### config.mk
export PLATFORM = sky130hd
export DESIGN_NAME = beat_division_trigger_rack
export DESIGN_NICKNAME = d
export VERILOG_FILES = /design/src/rtl/bdtr_pkg.sv /design/src/rtl/beat_division_trigger_rack.sv
export SDC_FILE = /design/constraint.sdc
export NUM_CORES = 2
export LEC_CHECK = 0
export ABC_AREA = 1
export BUFFER_PORTS_ARGS = -buffer_cell sky130_fd_sc_hd__buf_4
export CORE_MARGIN = 2
export CORE_UTILIZATION = 55
export DETAILED_ROUTE_END_ITERATION = 8
export PLACE_DENSITY = 0.78
export SETUP_SLACK_MARGIN = 0.4
export SYNTH_ARGS = -nofsm -noshare
export SYNTH_HDL_FRONTEND = slang
export SYNTH_SLANG_ARGS = --single-unit
### constraint.sdc
create_clock -name clk -period 7.8 [get_ports clk]
set_input_delay 0.78 -clock clk [delete_from_list [all_inputs] [get_ports clk]]
set_output_delay 0.78 -clock clk [all_outputs]
set_load 0.03 [all_outputs]
### src/rtl/bdtr_pkg.sv
// types, constants and helpers shared by the beat division trigger rack
package bdtr_pkg;

	// beats in one bar, span of the bar trigger
	localparam int unsigned BEATS_PER_BAR = 4;

	// trigger positions in the fired mask
	localparam int unsigned TRIG_BAR    = 0;
	localparam int unsigned TRIG_HALF   = 1;
	localparam int unsigned TRIG_BEAT   = 2;
	localparam int unsigned TRIG_DOUBLE = 3;
	localparam int unsigned NUM_TRIG    = 4;

	// field widths
	localparam int unsigned BEAT_W  = 32;
	localparam int unsigned PHASE_W = 16;
	localparam int unsigned BIB_W   = 4;
	localparam int unsigned US_W    = 24;
	localparam int unsigned HITS_W  = 32;

	// product of the phase offset beyond one half and the beat period
	localparam int unsigned PROD_W = (PHASE_W - 1) + US_W;

	typedef logic [HITS_W-1:0] hits_t;

	// one tick item from the beat clock
	typedef struct packed {
		logic [BEAT_W-1:0]   beat_index;
		logic [PHASE_W-1:0]  beat_phase;
		logic [BIB_W-1:0]    beat_in_bar;
		logic [US_W-1:0]     time_since_beat_us;
		logic [US_W-1:0]     beat_period_us;
		logic [NUM_TRIG-1:0] armed_mask;
	} tick_t;

	// one result item
	typedef struct packed {
		logic [NUM_TRIG-1:0] fired_mask;
		logic [US_W-1:0]     since_hit_bar_us;
		logic [US_W-1:0]     since_hit_half_us;
		logic [US_W-1:0]     since_hit_beat_us;
		logic [US_W-1:0]     since_hit_double_us;
		hits_t               hits_bar;
		hits_t               hits_half;
		hits_t               hits_beat;
		hits_t               hits_double;
	} result_t;

	// true when beat_in_bar is a whole multiple of the bar length
	function automatic logic is_bar_start(input logic [BIB_W-1:0] bib);
		logic hit;
		hit = 1'b0;
		for (int unsigned k = 0; k < (1 << BIB_W); k++) begin
			if (k * BEATS_PER_BAR < (1 << BIB_W)) begin
				hit = hit | (bib == BIB_W'(k * BEATS_PER_BAR));
			end
		end
		return hit;
	endfunction

endpackage

### src/rtl/beat_division_trigger_rack.sv
// beat division trigger rack: input register, trigger logic, result register
//
// Takes one tick item per cycle while tick_ready is high and gives one result
// item per tick. Each tick is held in an input stage, where the bar, half, beat
// and double triggers are evaluated together by one pass of logic (a 15 x 24
// bit multiply for the mid-beat time of the double trigger); the trigger state
// and hit counts update as the item moves into the result register. The first
// tick after reset seats the rack on the beat grid and fires only armed
// triggers. Both sides may stall freely; a stalled full result register does
// not stop a tick from being taken into an empty input stage, but holds the
// next one out while the input stage is full.
module beat_division_trigger_rack (
	input  logic                    clk,
	input  logic                    arst_n,
	input  logic                    tick_valid,
	output logic                    tick_ready,
	input  bdtr_pkg::tick_t         tick,
	output logic                    result_valid,
	input  logic                    result_ready,
	output bdtr_pkg::result_t       result
);

	// input stage
	logic               valid_s1;
	bdtr_pkg::tick_t    tick_s1;
	logic               advance;

	// trigger state
	logic                                 seated_q;
	logic [bdtr_pkg::BEAT_W-1:0]          last_beat_q;
	logic                                 offbeat_done_q;
	bdtr_pkg::hits_t                      hit_cnt_q [bdtr_pkg::NUM_TRIG];

	// trigger logic
	logic                                 new_beat;
	logic                                 mid_hit;
	logic [bdtr_pkg::NUM_TRIG-1:0]        grid_hit;
	logic [bdtr_pkg::NUM_TRIG-1:0]        fired;
	logic [bdtr_pkg::PROD_W-1:0]          mid_prod;
	logic [bdtr_pkg::US_W-1:0]            mid_time;
	logic [bdtr_pkg::US_W-1:0]            since [bdtr_pkg::NUM_TRIG];
	bdtr_pkg::hits_t                      hit_next [bdtr_pkg::NUM_TRIG];

	// result register
	logic               valid_q;
	bdtr_pkg::result_t  result_q;

	// handshake: the input stage moves on whenever the result slot frees
	assign advance    = valid_s1 && (!valid_q || result_ready);
	assign tick_ready = !valid_s1 || advance;

	always_ff @(posedge clk or negedge arst_n) begin
		if (!arst_n) begin
			valid_s1 <= 1'b0;
		end else if (tick_ready) begin
			valid_s1 <= tick_valid;
		end
	end

	always_ff @(posedge clk) begin
		if (tick_valid && tick_ready) begin
			tick_s1 <= tick;
		end
	end

	// grid and mid-beat decisions
	assign new_beat = seated_q && (tick_s1.beat_index != last_beat_q);
	assign mid_hit  = seated_q && !new_beat && !offbeat_done_q && tick_s1.beat_phase[15];

	// mid-beat time: (phase - one half) * period, Q0.16 scaled back
	assign mid_prod = bdtr_pkg::PROD_W'(tick_s1.beat_phase[14:0])
		* bdtr_pkg::PROD_W'(tick_s1.beat_period_us);
	assign mid_time = bdtr_pkg::US_W'(mid_prod[bdtr_pkg::PROD_W-1:16]);

	always_comb begin
		grid_hit = '0;
		if (new_beat) begin
			grid_hit[bdtr_pkg::TRIG_BAR]    = bdtr_pkg::is_bar_start(tick_s1.beat_in_bar);
			grid_hit[bdtr_pkg::TRIG_HALF]   = !tick_s1.beat_in_bar[0];
			grid_hit[bdtr_pkg::TRIG_BEAT]   = 1'b1;
			grid_hit[bdtr_pkg::TRIG_DOUBLE] = 1'b1;
		end
		fired = grid_hit | tick_s1.armed_mask;
		fired[bdtr_pkg::TRIG_DOUBLE] = fired[bdtr_pkg::TRIG_DOUBLE] | mid_hit;
	end

	// per-trigger time since hit and next hit count
	always_comb begin
		for (int unsigned i = 0; i < bdtr_pkg::NUM_TRIG; i++) begin
			if (grid_hit[i]) begin
				since[i] = tick_s1.time_since_beat_us;
			end else if (i == bdtr_pkg::TRIG_DOUBLE && mid_hit) begin
				since[i] = mid_time;
			end else begin
				since[i] = '0;
			end
			hit_next[i] = hit_cnt_q[i] + bdtr_pkg::HITS_W'(fired[i]);
		end
	end

	// trigger state update as the item leaves the input stage
	always_ff @(posedge clk or negedge arst_n) begin
		if (!arst_n) begin
			seated_q       <= 1'b0;
			last_beat_q    <= '0;
			offbeat_done_q <= 1'b0;
			for (int unsigned i = 0; i < bdtr_pkg::NUM_TRIG; i++) begin
				hit_cnt_q[i] <= '0;
			end
		end else if (advance) begin
			if (!seated_q) begin
				seated_q       <= 1'b1;
				last_beat_q    <= tick_s1.beat_index;
				offbeat_done_q <= tick_s1.beat_phase[15];
			end else if (new_beat) begin
				last_beat_q    <= tick_s1.beat_index;
				offbeat_done_q <= 1'b0;
			end else if (mid_hit) begin
				offbeat_done_q <= 1'b1;
			end
			for (int unsigned i = 0; i < bdtr_pkg::NUM_TRIG; i++) begin
				hit_cnt_q[i] <= hit_next[i];
			end
		end
	end

	// result register
	always_ff @(posedge clk or negedge arst_n) begin
		if (!arst_n) begin
			valid_q <= 1'b0;
		end else if (advance) begin
			valid_q <= 1'b1;
		end else if (result_ready) begin
			valid_q <= 1'b0;
		end
	end

	always_ff @(posedge clk) begin
		if (advance) begin
			result_q.fired_mask          <= fired;
			result_q.since_hit_bar_us    <= since[bdtr_pkg::TRIG_BAR];
			result_q.since_hit_half_us   <= since[bdtr_pkg::TRIG_HALF];
			result_q.since_hit_beat_us   <= since[bdtr_pkg::TRIG_BEAT];
			result_q.since_hit_double_us <= since[bdtr_pkg::TRIG_DOUBLE];
			result_q.hits_bar            <= hit_next[bdtr_pkg::TRIG_BAR];
			result_q.hits_half           <= hit_next[bdtr_pkg::TRIG_HALF];
			result_q.hits_beat           <= hit_next[bdtr_pkg::TRIG_BEAT];
			result_q.hits_double         <= hit_next[bdtr_pkg::TRIG_DOUBLE];
		end
	end

	assign result_valid = valid_q;
	assign result       = result_q;

`ifndef SYNTHESIS
	// counts cannot move before the rack is seated
	a_counts_idle_unseated: assert property (@(posedge clk) disable iff (!arst_n)
		!seated_q |-> (hit_cnt_q[bdtr_pkg::TRIG_BAR] == '0)
			&& (hit_cnt_q[bdtr_pkg::TRIG_DOUBLE] == '0))
		else $error("hit count moved before seating");

	// a result just loaded carries the live hit counts
	a_result_counts: assert property (@(posedge clk) disable iff (!arst_n)
		advance |=> result_valid && (result.hits_bar == hit_cnt_q[bdtr_pkg::TRIG_BAR])
			&& (result.hits_double == hit_cnt_q[bdtr_pkg::TRIG_DOUBLE]))
		else $error("result hit counts out of step with state");

	// a stalled input stage keeps its item
	a_stage_held: assert property (@(posedge clk) disable iff (!arst_n)
		valid_s1 && !advance |=> valid_s1 && $stable(tick_s1))
		else $error("input stage lost a stalled item");

	// the mid-beat hit is taken once per beat
	a_mid_once: assert property (@(posedge clk) disable iff (!arst_n)
		advance && mid_hit |=> offbeat_done_q && !mid_hit)
		else $error("mid-beat hit not recorded");

	// a grid hit always fires beat and double together
	a_grid_pair: assert property (@(posedge clk) disable iff (!arst_n)
		advance && new_beat |=> result.fired_mask[bdtr_pkg::TRIG_BEAT]
			&& result.fired_mask[bdtr_pkg::TRIG_DOUBLE])
		else $error("new beat without beat and double hits");
`endif

endmodule

==> flow_metrics.py <==
metrics = {
    "synth": {
        "yosys_warnings": 0,
        "synth_nets": 3890,
        "synth_top_cell_by_area": "edfxtp_1",
        "synth_area_leaders": "edfxtp_1, fa_1, dfrtp_1",
        "ys_ff_latch": 493,
        "ys_types": 43,
        "synth_top_area_share": 0.308,
        "syn-cell-area_sq_um": 32000,
        "synth_area_per_cell_sq_um": 9.45,
        "ys_seq_area_frac": 0.436,
        "syn_inst": 3391,
    },
    "sta": {
        "skew_ns": 0.0403,
        "worstMarginPinSlew_ns": 1.19,
        "tns_ns": 0,
        "setup_viol": 0,
        "final_hold_viol_count": 0,
        "finalCriticalPeriod_ns": 6.72,
        "slew_headroom": 0.207,
        "slew_violations": 0,
        "fmax_ghz": 0.149,
        "rsz0062_at_grt": "false",
        "fin_crit_sh": 0.862,
    },
    "setup_path": {
        "critPathRequiredTime_ns": 8.14,
        "cp-startpoint": "tick_s1[67]$_DFFE_PP_",
        "crit_buf_inv": 4,
        "crit_chain": "nand2_1, fa_1, inv_1, fa_1, fa_1, fa_1, fa_1, inv_1, fa_1, inv_1, ha_1, nand2_1, nor2_1, nand2_1, inv_1, nand4_1, nand3_1, nand2_1, nand2_1, nand2_1, nand3_1, o21ai_0",
        "r2r_start": "tick_s1[67]$_DFFE_PP_",
        "path_max_fanout": 24,
        "rrSetupSlack_ns": 1.08,
        "path_delay_family": "adder cells",
        "arrival_ns": 7.06,
        "cpPeakStageDelay_ns": 1.11,
        "endpoint_kind": "register",
        "critPathSlowestCell": "edfxtp_1",
        "r2r_cells": 22,
        "r2r_end": "result[150]$_DFFE_PP_",
        "critPathKind": "reg2reg",
        "startpoint_type": "register",
    },
    "drt": {
        "routed.top_layer": "met5",
        "vias_per_cell": 5.19,
        "wl_per_cell_um": 17.4,
        "vias": 23400,
        "ant_nets": 0,
        "met2_length_mm": 38.4,
        "met1Wirelength_mm": 30.6,
        "routed_wl_mm": 78.3,
        "dr_wl_met3_mm": 5.86,
        "drt-pass1-iter-count": 6,
        "dr.first_iter.drc_count": 1577,
        "drc": 0,
    },
    "clock_tree": {
        "post_cts_resized": 0,
        "root_buffer": "clkbuf_16",
        "hold_buffers": 0,
        "cts_max_level": 2,
        "cts_max_path_buffers": 3,
        "numCtsBuffers": 53,
        "path_clk_slew_ns": 0.06,
        "cts_tree": "done",
        "post_cts_buffers": 0,
        "clock_latency_ns": 0.63,
        "clock_sinks": 493,
    },
    "placed_design": {
        "hpwlAfterDp_mm": 57.1,
        "port_buffers": 335,
        "place_congestion": 0.895,
    },
    "grt": {
        "grt_pass1_wl_mm": 125,
        "grt_max_degree": 224,
        "antenna_found_initial": 1,
        "grt_overflow": 0,
        "grt_usage": 0.267,
        "grt_pass1_vias": 24000,
    },
    "floorplan": {
        "num_rows": 88,
        "core_sq_um": 57700,
        "dieArea_sq_um": 60200,
        "fp.dieW_um": 245,
        "die_h_um": 245,
        "ioPinCount": 338,
        "start_util": 0.555,
    },
    "final_layout": {
        "fin_nets": 4193,
        "syn_to_final_growth_pct": 15.5,
        "diodes": 0,
        "drive_gt1_frac": 0.130,
    },
    "min_path": {
        "hold_path_class": "in2async",
    },
    "status": {
        "status": "completed",
    },
    "run": {
        "drv_cap": 0,
    },
}
per-layer routing:
metal / global-route usage / up-vias
met5: 0 / -
met4: 0.113 / 2
met3: 0.0584 / 200
met2: 0.450 / 798
met1: 0.335 / 11400
li1: - / 11000
kinds of logic after synthesis:
| logic type | share of synthesized area |
|---|---|
| and+or+nand+nor | 0.173 |
| xor gates and xnor gates | 0.0394 |
| buffers and inverters | 0.0974 |
| adders and majority gates | 0.219 |
| AOI/OAI and AO/OA | 0.0348 |
| DFF | 0.436 |
through the flow:
stage / util / setup WS [ns] / instances / hold slack, ns / instance area [sq um]
6_report: 0.642 / 1.08 / 4503 / 0.288 / 37000
2_1_floorplan: - / 2.22 / 3391 / 0.455 / 32000
5_1_grt: 0.642 / 0.785 / 4503 / 0.294 / 37000
4_1_cts: 0.642 / 1.13 / 4503 / 0.299 / 37000
3_5_place_dp: 0.610 / 1.15 / 4404 / 0.479 / 35200
3_3_place_gp: 0.610 / 1.17 / 4404 / 0.468 / 35200
synth_stat cells (all sizes together):
cell type	instances
a31oi	1
ha	108
and2	2
nor4	22
nor2	211
or2	16
o22ai	4
and3	6
clkbuf	86
edfxtp	329
dfrtp	164
a21o	4
xnor2	31
o31ai	1
o21bai	8
nand3b	4
a21boi	2
nand3	96
o21a	5
nor3	48
nand4	35
inv	723
fa	283
a21oi	49
o21ai	136
nand2	890
xor2	113
o311ai	1
buf	13
worst reg2reg max path: stages, from the launching register on:
cell,delay [ns]
edfxtp_1,1.11
nand2_1,0.21
fa_1,0.59
inv_1,0.05
fa_1,0.46
fa_1,0.55
fa_1,0.54
fa_1,0.55
inv_1,0.05
fa_1,0.61
inv_1,0.07
ha_1,0.36
nand2_1,0.13
nor2_1,0.21
nand2_1,0.08
inv_1,0.07
nand4_1,0.08
nand3_1,0.20
nand2_1,0.10
nand2_1,0.07
nand2_1,0.05
nand3_1,0.20
o21ai_0,0.12
sequential cells by signal (all words and copies together), names as in the netlist:
signal / count
result: 227
hit_cnt_q: 128
tick_s1: 102
last_beat_q: 32
offbeat_done_q: 1
result_valid: 1
seated_q: 1
valid_s1: 1
how the worst max path moves through the flow:
stage / endpoint / slack, ns / depth (start not counted)
6_report: result[150]$_DFFE_PP_ / 1.08 / 22
3_5_place_dp: result[148]$_DFFE_PP_ / 1.15 / 20
3_3_place_gp: result[150]$_DFFE_PP_ / 1.17 / 22
2_1_floorplan: result[144]$_DFFE_PP_ / 2.22 / 22
5_1_grt: result[150]$_DFFE_PP_ / 0.79 / 20
4_1_cts: result[135]$_DFFE_PP_ / 1.13 / 18
final cells by class:
type / count / area (sq um)
inverters: 723 / 2720
flip-flops and latches: 493 / 14000
fillers: 4616 / 20700
clock buffers: 68 / 1450
repair buffers: 347 / 2620
well taps: 765 / 957
clock inverters: 31 / 345
multi-input cells: 2076 / 14900
cell usage in the layout (no fill, tap or decap), types with 4 or more instances in the layout:
cell         n
nand3b_1     4
and3_1       6
o21bai_1     8
or2_0        5
nor2_1     182
inv_1      718
clkbuf_1     8
clkbuf_16   53
buf_4      345
nor3_2       4
fa_1       283
bufinv_16    4
o21a_1       5
clkinv_4     4
or2_2        5
a21oi_1     49
dfrtp_1    164
clkinv_2     9
clkbuf_8     7
nand2_1    887
xor2_1     113
ha_1       108
xnor2_1     31
nand4_1     34
nor2_2      28
o22ai_1      4
a21o_1       4
nor4_1      22
edfxtp_1   329
nand3_1     93
o21ai_0    133
nor3_1      42
or2_1        6
Power is left out: the tool's default activity adds up to more than one toggle a clock period on the data nets, which glitch-free logic cannot reach.
